$ cat config.mk
export PLATFORM = sky130hd
export DESIGN_NAME = byte_range_header_parser_core
export DESIGN_NICKNAME = d
export VERILOG_FILES = /design/src/rtl/brhp_pkg.sv /design/src/rtl/brhp_scan.sv /design/src/rtl/brhp_resolve.sv /design/src/rtl/byte_range_header_parser_core.sv
export SDC_FILE = /design/constraint.sdc
export NUM_CORES = 2
export LEC_CHECK = 0
export ABC_AREA = 1
export BUFFER_PORTS_ARGS = -buffer_cell sky130_fd_sc_hd__buf_2
export CORE_MARGIN = 2
export CORE_UTILIZATION = 60
export CTS_BUF_LIST = sky130_fd_sc_hd__clkbuf_16
export DETAILED_ROUTE_END_ITERATION = 10
export GPL_TIMING_DRIVEN = 1
export PLACE_DENSITY_LB_ADDON = 0.05
export SYNTH_ARGS = -nofsm -noshare
export SYNTH_HDL_FRONTEND = slang
export SYNTH_HIERARCHICAL = 1
export SYNTH_SLANG_ARGS = --single-unit
$ cat constraint.sdc
create_clock -name i_clk -period 8.68 [get_ports i_clk]
set_clock_uncertainty 0.1 [all_clocks]
set_input_delay 0.868 -clock i_clk [delete_from_list [all_inputs] [get_ports i_clk]]
set_output_delay 0.868 -clock i_clk [all_outputs]
set_load 0.01 [all_outputs]
$ cat src/rtl/brhp_pkg.sv
`timescale 1ns / 1ps
// ----------------------------------------------------------------------------
// Byte range header parser package
// Shared types, status and phase codes, character constants and the
// prefix lookup used by the parser modules.
// ----------------------------------------------------------------------------
package brhp_pkg;

    localparam int unsigned MAX_DIGITS_DEF = 19;
    localparam int unsigned VALUE_W        = 64;
    localparam int unsigned DIGIT_W        = 5;
    localparam int unsigned POS_W          = 3;
    localparam int unsigned PREFIX_LEN     = 6;

    // Result status codes.
    localparam logic [1:0] ST_NONE    = 2'd0;
    localparam logic [1:0] ST_INVALID = 2'd1;
    localparam logic [1:0] ST_UNSAT   = 2'd2;
    localparam logic [1:0] ST_OK      = 2'd3;

    // Parser phase codes.
    localparam logic [1:0] PH_PREFIX = 2'd0;
    localparam logic [1:0] PH_START  = 2'd1;
    localparam logic [1:0] PH_END    = 2'd2;

    localparam logic [7:0] CH_NUL   = 8'h00;
    localparam logic [7:0] CH_COMMA = 8'h2c;
    localparam logic [7:0] CH_DASH  = 8'h2d;
    localparam logic [7:0] CH_ZERO  = 8'h30;
    localparam logic [7:0] CH_NINE  = 8'h39;

    typedef logic [VALUE_W-1:0] t_value;
    typedef logic [DIGIT_W-1:0] t_digits;

    // Parser state as seen by the result stage.
    typedef struct packed {
        logic [1:0] phase;
        t_value     start_value;
        t_digits    start_digits;
        t_value     end_value;
        t_digits    end_digits;
        logic       format_bad;
        logic       any_char_seen;
    } t_snap;

    // Expected character of the "bytes=" prefix at a given position.
    function automatic logic [7:0] prefix_char(input logic [POS_W-1:0] pos);
        logic [7:0] c;
        unique case (pos)
            3'd0:    c = 8'h62;
            3'd1:    c = 8'h79;
            3'd2:    c = 8'h74;
            3'd3:    c = 8'h65;
            3'd4:    c = 8'h73;
            3'd5:    c = 8'h3d;
            default: c = CH_NUL;
        endcase
        return c;
    endfunction

endpackage

$ cat src/rtl/brhp_scan.sv
`timescale 1ns / 1ps
// ----------------------------------------------------------------------------
// Byte range header character scanner
// Holds the parse state and folds in one header character per accepted
// transaction. A terminating character returns the state to reset.
// ----------------------------------------------------------------------------
module brhp_scan #(
    parameter int unsigned MAX_DIGITS = brhp_pkg::MAX_DIGITS_DEF
) (
    input  logic            i_clk,
    input  logic            i_rst_n,
    input  logic            i_load,
    input  logic [7:0]      i_ch,
    output brhp_pkg::t_snap o_state
);
    import brhp_pkg::*;

    logic [POS_W-1:0] r_prefix_pos, n_prefix_pos;
    t_snap            r_st, n_st;
    logic             is_digit;
    t_value           digit_val;

    assign is_digit  = (i_ch >= CH_ZERO) && (i_ch <= CH_NINE);
    assign digit_val = VALUE_W'(i_ch - CH_ZERO);

    always_comb begin
        n_prefix_pos = r_prefix_pos;
        n_st         = r_st;
        if (i_ch == CH_NUL) begin
            n_prefix_pos = '0;
            n_st         = '0;
            n_st.phase   = PH_PREFIX;
        end else begin
            n_st.any_char_seen = 1'b1;
            if (!r_st.format_bad) begin
                if (r_st.phase == PH_PREFIX) begin
                    if ((32'(r_prefix_pos) < PREFIX_LEN) &&
                        (i_ch == prefix_char(r_prefix_pos))) begin
                        n_prefix_pos = r_prefix_pos + 1'b1;
                        if (32'(r_prefix_pos) == PREFIX_LEN - 1) begin
                            n_st.phase = PH_START;
                        end
                    end else begin
                        n_st.format_bad = 1'b1;
                    end
                end else if (i_ch == CH_COMMA) begin
                    n_st.format_bad = 1'b1;
                end else if ((r_st.phase == PH_START) && (i_ch == CH_DASH)) begin
                    n_st.phase = PH_END;
                end else if (r_st.phase == PH_START) begin
                    if (!is_digit || (r_st.start_digits >= DIGIT_W'(MAX_DIGITS))) begin
                        n_st.format_bad = 1'b1;
                    end else begin
                        n_st.start_value  = (r_st.start_value << 3) +
                                            (r_st.start_value << 1) + digit_val;
                        n_st.start_digits = r_st.start_digits + 1'b1;
                    end
                end else begin
                    if (!is_digit || (r_st.end_digits >= DIGIT_W'(MAX_DIGITS))) begin
                        n_st.format_bad = 1'b1;
                    end else begin
                        n_st.end_value  = (r_st.end_value << 3) +
                                          (r_st.end_value << 1) + digit_val;
                        n_st.end_digits = r_st.end_digits + 1'b1;
                    end
                end
            end
        end
    end

    always_ff @(posedge i_clk) begin
        if (!i_rst_n) begin
            r_prefix_pos <= '0;
            r_st         <= '0;
        end else if (i_load) begin
            r_prefix_pos <= n_prefix_pos;
            r_st         <= n_st;
        end
    end

    assign o_state = r_st;

endmodule

$ cat src/rtl/brhp_resolve.sv
`timescale 1ns / 1ps
// ----------------------------------------------------------------------------
// Byte range header result stage
// Captures the parse state and resource size at the terminator, works out
// the status and the byte range, and holds the result for the consumer.
// ----------------------------------------------------------------------------
module brhp_resolve (
    input  logic             i_clk,
    input  logic             i_rst_n,
    input  logic             i_load,
    input  brhp_pkg::t_snap  i_snap,
    input  brhp_pkg::t_value i_size,
    input  logic             i_out_stall,
    output logic             o_in_stall,
    output logic             o_valid,
    output logic [1:0]       o_status,
    output brhp_pkg::t_value o_first,
    output brhp_pkg::t_value o_last
);
    import brhp_pkg::*;

    logic       r_f_valid, r_o_valid;
    t_snap      r_snap;
    t_value     r_size;
    logic       f_move;
    logic [1:0] n_status;
    t_value     n_first, n_last;
    t_value     size_m1;
    t_value     cand_last;

    assign f_move     = r_f_valid && (!r_o_valid || !i_out_stall);
    assign o_in_stall = r_f_valid && !f_move;
    assign size_m1    = r_size - 1'b1;

    always_comb begin
        n_status  = ST_OK;
        n_first   = '0;
        n_last    = '0;
        cand_last = '0;
        if (!r_snap.any_char_seen) begin
            n_status = ST_NONE;
        end else if (r_snap.format_bad || (r_snap.phase == PH_PREFIX) ||
                     (r_snap.phase == PH_START)) begin
            n_status = ST_INVALID;
        end else if (r_snap.start_digits == '0) begin
            // Suffix form: the last n bytes of the resource.
            if ((r_snap.end_digits == '0) || (r_snap.end_value == '0)) begin
                n_status = ST_INVALID;
            end else if (r_size == '0) begin
                n_status = ST_UNSAT;
            end else begin
                n_first = (r_snap.end_value >= r_size) ? '0 : (r_size - r_snap.end_value);
                n_last  = size_m1;
            end
        end else begin
            if (r_snap.end_digits == '0) begin
                cand_last = (r_size == '0) ? '0 : size_m1;
            end else begin
                cand_last = r_snap.end_value;
            end
            if ((r_snap.end_digits != '0) && (r_snap.end_value < r_snap.start_value)) begin
                n_status = ST_INVALID;
            end else if (r_snap.start_value >= r_size) begin
                n_status = ST_UNSAT;
            end else begin
                n_first = r_snap.start_value;
                n_last  = (cand_last >= r_size) ? size_m1 : cand_last;
            end
        end
    end

    always_ff @(posedge i_clk) begin
        if (!i_rst_n) begin
            r_f_valid <= 1'b0;
            r_o_valid <= 1'b0;
        end else begin
            r_f_valid <= i_load || (r_f_valid && !f_move);
            r_o_valid <= f_move || (r_o_valid && i_out_stall);
        end
    end

    always_ff @(posedge i_clk) begin
        if (i_load) begin
            r_snap <= i_snap;
            r_size <= i_size;
        end
        if (f_move) begin
            o_status <= n_status;
            o_first  <= n_first;
            o_last   <= n_last;
        end
    end

    assign o_valid = r_o_valid;

endmodule

$ cat src/rtl/byte_range_header_parser_core.sv
`timescale 1ns / 1ps
// ----------------------------------------------------------------------------
// Byte range header parser core
// Throughput: one character per cycle while o_stall is low.
// Reset: synchronous, active low; clears the parse state and both result
// stages, so the first character after reset starts a new header.
// ----------------------------------------------------------------------------
// The header arrives one character per transaction. The scanner folds each
// character into the parse state with a compare and a multiply-by-ten
// accumulate, computed combinationally ahead of its register. On the
// terminating zero character the state and the resource size move into
// the result stage, and the scanner starts over for the next header. The
// result stage works out the status and range combinationally and places
// it in the output register, which parts the two channels. The input is
// stalled only when a finished result waits in the output register and
// another terminator already waits behind it.
// ----------------------------------------------------------------------------
module byte_range_header_parser_core #(
    parameter int unsigned MAX_DIGITS = brhp_pkg::MAX_DIGITS_DEF
) (
    input  logic             i_clk,
    input  logic             i_rst_n,
    // Input channel.
    input  logic             i_valid,
    output logic             o_stall,
    input  logic [7:0]       i_ch,
    input  brhp_pkg::t_value i_resource_size,
    // Result channel.
    output logic             o_valid,
    input  logic             i_stall,
    output logic [1:0]       o_status,
    output brhp_pkg::t_value o_first_byte,
    output brhp_pkg::t_value o_last_byte
);
    import brhp_pkg::*;

    logic  in_accept;
    logic  term_accept;
    t_snap scan_state;

    // A transaction is taken whenever the source offers one and we do not stall.
    assign in_accept   = i_valid && !o_stall;
    // Only the terminating character produces a result.
    assign term_accept = in_accept && (i_ch == CH_NUL);

    brhp_scan #(
        .MAX_DIGITS (MAX_DIGITS)
    ) u_scan (
        .i_clk   (i_clk),
        .i_rst_n (i_rst_n),
        .i_load  (in_accept),
        .i_ch    (i_ch),
        .o_state (scan_state)
    );

    brhp_resolve u_resolve (
        .i_clk       (i_clk),
        .i_rst_n     (i_rst_n),
        .i_load      (term_accept),
        .i_snap      (scan_state),
        .i_size      (i_resource_size),
        .i_out_stall (i_stall),
        .o_in_stall  (o_stall),
        .o_valid     (o_valid),
        .o_status    (o_status),
        .o_first     (o_first_byte),
        .o_last      (o_last_byte)
    );

endmodule
## Word-level counts from Yosys, hierarchy flattened

Index checks and enable logic that the tools add are counted.
W data, S select, Z words.

- $add $sub $neg: 10
- $mul: 0
- Div/mod/pow operators: 0
- $lt $le $gt $ge: 9
- Equal/unequal tests: 20
- Shift operators: 0
- Multiplexer cells: 49
- Bitwise gates (word level): 1
- Reduce and logical (&&, ||, !) cells: 40

Operators with widths:

| cell | number |
|---|---|
| $mux W64 | 16 |
| $mux W69 | 4 |
| $add A64 B64 Y64 | 4 |
| $ge A64 B64 Y1 | 3 |
| $mux W142 | 1 |
| $mux W141 | 1 |
| $mux W140 | 1 |
| $mux W139 | 1 |
| $mux W138 | 1 |
| $logic_not A64 Y1 | 2 |
| $lt A64 B64 Y1 | 1 |
| $sub A64 B1 Y64 const B | 1 |
| $sub A64 B64 Y64 | 1 |
| $pmux W7 S6 | 1 |
| $mux W8 | 3 |
| $eq A8 B6 Y1 const B | 2 |
| $mux W2 | 7 |
| $ne A2 B2 Y1 const B | 7 |
| $reduce_and A7 Y1 | 2 |
| $mux W3 | 4 |
| $add A5 B1 Y5 const B | 2 |
| $ge A5 B5 Y1 const B | 2 |
| $logic_not A5 Y1 | 2 |
| $logic_and A1 B1 Y1 | 9 |
| other kinds (25) | 51 |

- Register bits: 483
- Bits in latches: 0
- Bits in writable memories: 0
- Memory bits (read-only): 0
- Output and inout bits: 132
- Logic and storage cells: 151
- Memories: 0

## Logic depth before layout (Yosys ltp)

- Depth in word-level cells: 11
- Depth in mapped cells: 30
- Gate-level depth less buffers: 29

## Cells and area by module

The synthesis kept the hierarchy.

By module, submodules not included:

| module | times used | cells each | area each (um^2) | sequential area each (um^2) |
|---|---|---|---|---|
| brhp_resolve | 1 | 3511 | 26354.0 | 10099.7 |
| brhp_scan | 1 | 3253 | 19047.0 | 2902.8 |
| byte_range_header_parser_core | 1 | 9 | 45.0 | 0.0 |

## Least setup slack after synthesis

OpenSTA, ideal clock, no wires.

- Path type: input -> register
- Start: in i_stall
- End: reg u_resolve.o_first[0], enable pin
- Arrival time: 6988 ps
- Path slack: 931 ps
- Stages: 1
- Buffers on the path: 0
- Cells stage by stage: a21oi_1

- Cells in the longest elaborated chain, start to end: 3

RTL lines:

| element | RTL line | source |
|---|---|---|
| start: declaration | byte_range_header_parser_core.sv:30 | `input logic i_stall,` |
| $logic_not A1 Y1 | brhp_resolve.sv:31 | `assign f_move = r_f_valid && (!r_o_valid \|\| !i_out_stall);` |
| $logic_or A1 B1 Y1 | brhp_resolve.sv:31 |  |
| $logic_and A1 B1 Y1 | brhp_resolve.sv:31 |  |
| end signal: assignment | brhp_resolve.sv:89 | `o_first <= n_first;` |
| end: declaration | brhp_resolve.sv:17 | `output brhp_pkg::t_value o_first,` |

No other way between the ends.
A chain may end at the register's enable or synchronous reset.

## Final worst setup path

- Start: reg u_resolve.r_size[1]
- End: reg u_resolve.o_last[42] (data pin)

- Cells in the longest elaborated chain, start to end: 11
- Elaborated cells between the ends (all ways): 14
- Classes of those cells: 1 x add/sub; 2 x order compare; 10 x mux; 1 x reduce/logical

RTL lines:

| element | RTL line | source |
|---|---|---|
| start: declaration | brhp_resolve.sv:24 | `t_value r_size;` |
| start signal: assignment | brhp_resolve.sv:85 | `r_size <= i_size;` |
| $sub A64 B1 Y64 / $logic_not A64 Y1 (equally long branches) | brhp_resolve.sv:33, brhp_resolve.sv:49, brhp_resolve.sv:57 |  |
| $mux W64 | brhp_resolve.sv:49, brhp_resolve.sv:57 |  |
| $mux W64 | brhp_resolve.sv:56 | `if (r_snap.end_digits == '0) begin` |
| $mux W64 | brhp_resolve.sv:45 | `end else if (r_snap.start_digits == '0) begin` |
| $mux W64 | brhp_resolve.sv:42 | `end else if (r_snap.format_bad \|\| (r_snap.phase == PH_PREFIX) \|\|` |
| $mux W64 | brhp_resolve.sv:40 | `if (!r_snap.any_char_seen) begin` |
| $ge A64 B64 Y1 | brhp_resolve.sv:67 | `n_last = (cand_last >= r_size) ? size_m1 : cand_last;` |
| $mux W64 | brhp_resolve.sv:67 |  |
| $mux W64 | brhp_resolve.sv:63 | `end else if (r_snap.start_value >= r_size) begin` |
| $mux W64 | brhp_resolve.sv:61 | `if ((r_snap.end_digits != '0) && (r_snap.end_value < r_snap.start_value)) begin` |
| $mux W64 * | brhp_resolve.sv:45 |  |
| end signal: assignment | brhp_resolve.sv:90 | `o_last <= n_last;` |
| end: declaration | brhp_resolve.sv:18 | `output brhp_pkg::t_value o_last` |

Every way passes the cells marked *; elsewhere a longest branch is shown, timed or not. The select of a mux whose other input is x is not followed.

==> parameters.txt <==
Parameter                              Value

Detailed routing
  Avg WL per Cell ... 22.07 µm
  Violation count after the first detailed-routing iteration ... 6,273
  Via count ... 46,840
  Detailed-route wire length ... 175,900 µm
  Routed Antenna Nets ... 0
  Via density ... 5.877
  Router iterations before antenna repair ... 7
  Final routed DRC violation total ... 0

Die
  Total die area ... 77,960 µm²
  Initial Util ... 60.84%
  Number of placed I/O pins ... 208
  Die outline width ... 279.2 µm
  Die boundary height ... 279.2 µm
  Std cell rows ... 100
  Core ar. ... 74,700 µm²

Worst setup path
  Highest-delay cell along the critical path ... sky130_fd_sc_hd__inv_2
  Register-to-Register Path Depth ... 25
  Crit path launch ... u_resolve/r_size[1]
  Capturing element type of the critical path ... register
  Worst Setup Path Type ... register to register
  R2r setup slk ... 2.14 ns
  WP data required ... 9.05 ns
  Total number of cells along the worst setup path ... 25
  Cell family with the largest share of critical-path delay ... simple AND/OR/NAND/NOR gates
  Start of the worst register-to-register path ... u_resolve/r_size[1]
  Arrival @ worst endpoint ... 6.91 ns
  Worst Path Max Fanout ... 66
  Peak per-stage delay on the critical path ... 0.85 ns
  CP bufs+invs ... 4
  CP dominant cell by count ... sky130_fd_sc_hd__nand2_1
  End of the worst register-to-register path ... u_resolve/o_last[42]
  Last element of the critical path ... u_resolve/o_last[42]
  Critical path startpoint category ... register

STA
  Final count of pins violating max slew ... 0
  Hold Worst Slack ... 0.2795 ns
  Unrepaired setup endpoints after global routing ... false
  Slew margin rel. ... 20.54%
  Post-route minimum period ... 6.544 ns
  Final Setup Violations ... 0
  Post-Route Setup TNS ... 0 ns
  Final clock period utilization by the worst path ... 75.40%
  Transition time at the pin with the least slew margin ... 1.192 ns
  Final hold vios ... 0
  Top achievable clock speed ... 152.8 MHz

CTS
  Clock latency at the later pin of the worst-skew pair ... 0.67 ns
  Root buffer cell ... sky130_fd_sc_hd__clkbuf_16
  CTS Sinks ... 482
  Post CTS Setup Buffer Count ... 0
  Hold-fix buffers at CTS ... 0
  Number of instances resized during post-cts repair ... 0
  H-tree depth ... 2
  Clock tree from TritonCTS ... yes
  Clock-pin transition on the worst setup and hold timing paths ... 0.06 ns
  Max clock buf depth ... 3
  Number of clock buffers inserted by TritonCTS ... 58

Yosys
  Leading area contributor after synthesis ... sky130_fd_sc_hd__edfxtp_1
  Post-synthesis instance area ... 45,450 µm²
  Unique masters post-synth ... 52
  Portion of synthesized cell area occupied by the leading cell type ... 22.14%
  Register area share after synthesis ... 28.61%
  Gate count after technology mapping ... 6,773
  Biggest area contributors in the synthesized netlist ... sky130_fd_sc_hd__edfxtp_1 22%, sky130_fd_sc_hd__nand2_1 20%, sky130_fd_sc_hd__ha_1 11%
  Synthesis warning total ... 6
  Post-synth EDFFs ... 335
  Mean cell area of the mapped netlist ... 6.710 µm²
  Number of flip-flops and latches in the synthesized netlist ... 482
  Asr flop ratio synth ... 0%
  Dominant register cell in the synthesized netlist ... sky130_fd_sc_hd__edfxtp_1
  Post-Syn Nets ... 7,366

Global route
  Wire length of the first global-routing pass ... 261,200 µm
  GRT Total Usage ... 44.49%
  Grt ovf ... 0
  Number of antenna violations at the first check in global routing ... 8
  Number of global-route vias before repair ... 44,590
  Pin count of the biggest net entering global routing ... 135

Final layout
  NumNets Final ... 7,539
  Fraction of final layout cells with drive strength greater than 1 ... 7.191%
  Area growth from synthesis to final layout ... 8.403%
  Number of inserted filler cells in the final layout ... 6,764

Placement
  Global placer's final weighted congestion ... 1.108
  Detailed placer's ending HPWL ... 140,800 µm
  # port buffers ... 207

Job
  Number of max-cap violations ... 0

Worst hold path
  Worst hold path startpoint ... i_resource_size[7]
  Class of the tightest hold or removal check ... input port to register

Pwr
  Leakage component of the power ... 24.96 nW
  Power density cells ... 104.9 nW/µm²
  Worst VDD drop ... 0.0001424 V

Run status
  Result of the run ... finished clean
==> power breakdown <==
part	internal [W]	switching, W	leakage [nW]
combinational	0.0000806	0.000167	19.6
sequential	0.00243	0.00000337	4.39
clock	0.00134	0.00114	0.927
total	0.00386	0.00131	25.0
==> registers in the layout (all words and copies together), names as in the netlist <==
| signal | flops |
|---|---|
| u_resolve/o_valid | 1 |
| u_resolve/r_f_valid | 1 |
| u_resolve/r_snap | 141 |
| u_resolve/o_last | 64 |
| u_scan/o_state | 142 |
| u_scan/r_prefix_pos | 3 |
| u_resolve/r_size | 64 |
| u_resolve/o_first | 64 |
| u_resolve/o_status | 2 |
==> stage by stage <==
| step | cell area, µm² | instances | util [%] | total power [W] | worst slack [ns] |
|---|---|---|---|---|---|
| 3_5_place_dp | 47340 | 7855 | 63.37 | 0.002721 | 2.399 |
| 3_3_place_gp | 47340 | 7855 | 63.37 | 0.002716 | 2.525 |
| 2_1_floorplan | 45450 | 6773 | - | 0.002637 | 0.9306 |
| 6_report | 49260 | 7970 | 65.95 | 0.005168 | 2.136 |
| 4_1_cts | 49250 | 7964 | 65.93 | 0.005162 | 2.368 |
| 5_1_grt | 49250 | 7966 | 65.94 | 0.005267 | 1.805 |
==> worst register-to-register path, delay by kind of cell (launching register included) <==
family / cells / cell delay [ns]
and+or+nand+nor: 14 / 2.27
adders and majority gates: 2 / 0.64
AOI/OAI and AO/OA: 5 / 0.81
buffers and inverters: 4 / 2.08
DFF: 1 / 0.45
==> cell usage in the layout, fill, tap and decap left out, drive strengths merged, types with 2 or more instances in the layout <==
cell      synthesis  layout
a21boi           10      10
a21o              4       4
a21oi           537     537
a22oi             8       8
a31oi             2       2
and2             11      11
and3              3       3
buf              58     227
bufinv            0       3
clkbuf           56      58
clkinv            1      30
clkinvlp          0       6
dfxtp           147     147
diode             0       6
edfxtp          335     335
fa              123     123
ha              394     394
inv            1080    1093
nand2          2449    2449
nand3           377     377
nand3b           21      21
nand4            63      63
nor2            676     676
nor3             55      55
nor4              8       8
o211ai            2       2
o21a             10      10
o21ai           154     154
o21bai           24      24
o22ai            13      13
or2              23      23
xnor2            10      10
xor2            117     117
==> layout make-up <==
cell class	count	area, µm²	share of cell area (%)
inverters	1081	4070	8.262
flip-flops and latches	482	13000	26.39
repair buffers	227	1211	2.458
clock buffers	58	1451	2.946
multi-input cells	5096	27840	56.51
clock inverters	51	461.7	0.9372
diodes	6	15.01	0.03048
well taps	969	1212	2.461
==> worst min path at each step <==
stage	slack, ns	endpoint	cells past startpoint
after detailed placement	0.33	u_resolve/r_snap[70]	0
after CTS	0.26	u_resolve/r_size[7]	1
final	0.28	u_resolve/r_size[7]	1
after floorplan	0.31	u_resolve/r_snap[0]	0
after global routing	0.27	u_resolve/r_size[7]	1
after global placement	0.32	u_resolve/r_snap[70]	0
==> cells in the mapped netlist (52+ instances only) <==
library cell and n:
sky130_fd_sc_hd__fa_1 123, sky130_fd_sc_hd__o21ai_0 129, sky130_fd_sc_hd__edfxtp_1 335, sky130_fd_sc_hd__nand3_1 349, sky130_fd_sc_hd__nor2_1 641, sky130_fd_sc_hd__nand4_1 62
sky130_fd_sc_hd__a21oi_1 492, sky130_fd_sc_hd__ha_1 394, sky130_fd_sc_hd__dfxtp_1 147, sky130_fd_sc_hd__inv_1 1068, sky130_fd_sc_hd__nand2_1 2423, sky130_fd_sc_hd__clkbuf_1 56
sky130_fd_sc_hd__nor3_1 52, sky130_fd_sc_hd__xor2_1 117
==> cell families (layout without fill, tap and decap cells) <==
family                   Yosys count  in the layout  synth area share [%]
AND/OR/NAND/NOR                 3687           3687                 33.25
adder cells (fa/ha/maj)          517            517                 16.27
AO/OA/AOI/OAI                    765            765                 9.187
flip-flops                       482            482                 28.61
buffers and inverters           1195           1417                 10.24
XOR/XNOR                         127            127                 2.448
other                              0              6                     0
==> layer usage <==
metal	vias up	track usage (%)	share of wire (%)
met3	563	9.213	11
li1	21820	-	-
met5	-	0	0.0068
met2	2880	70.85	44
met1	21580	55.95	38
met4	2	26.05	6.9
No activity file was read; power rests on OpenSTA's default activity.
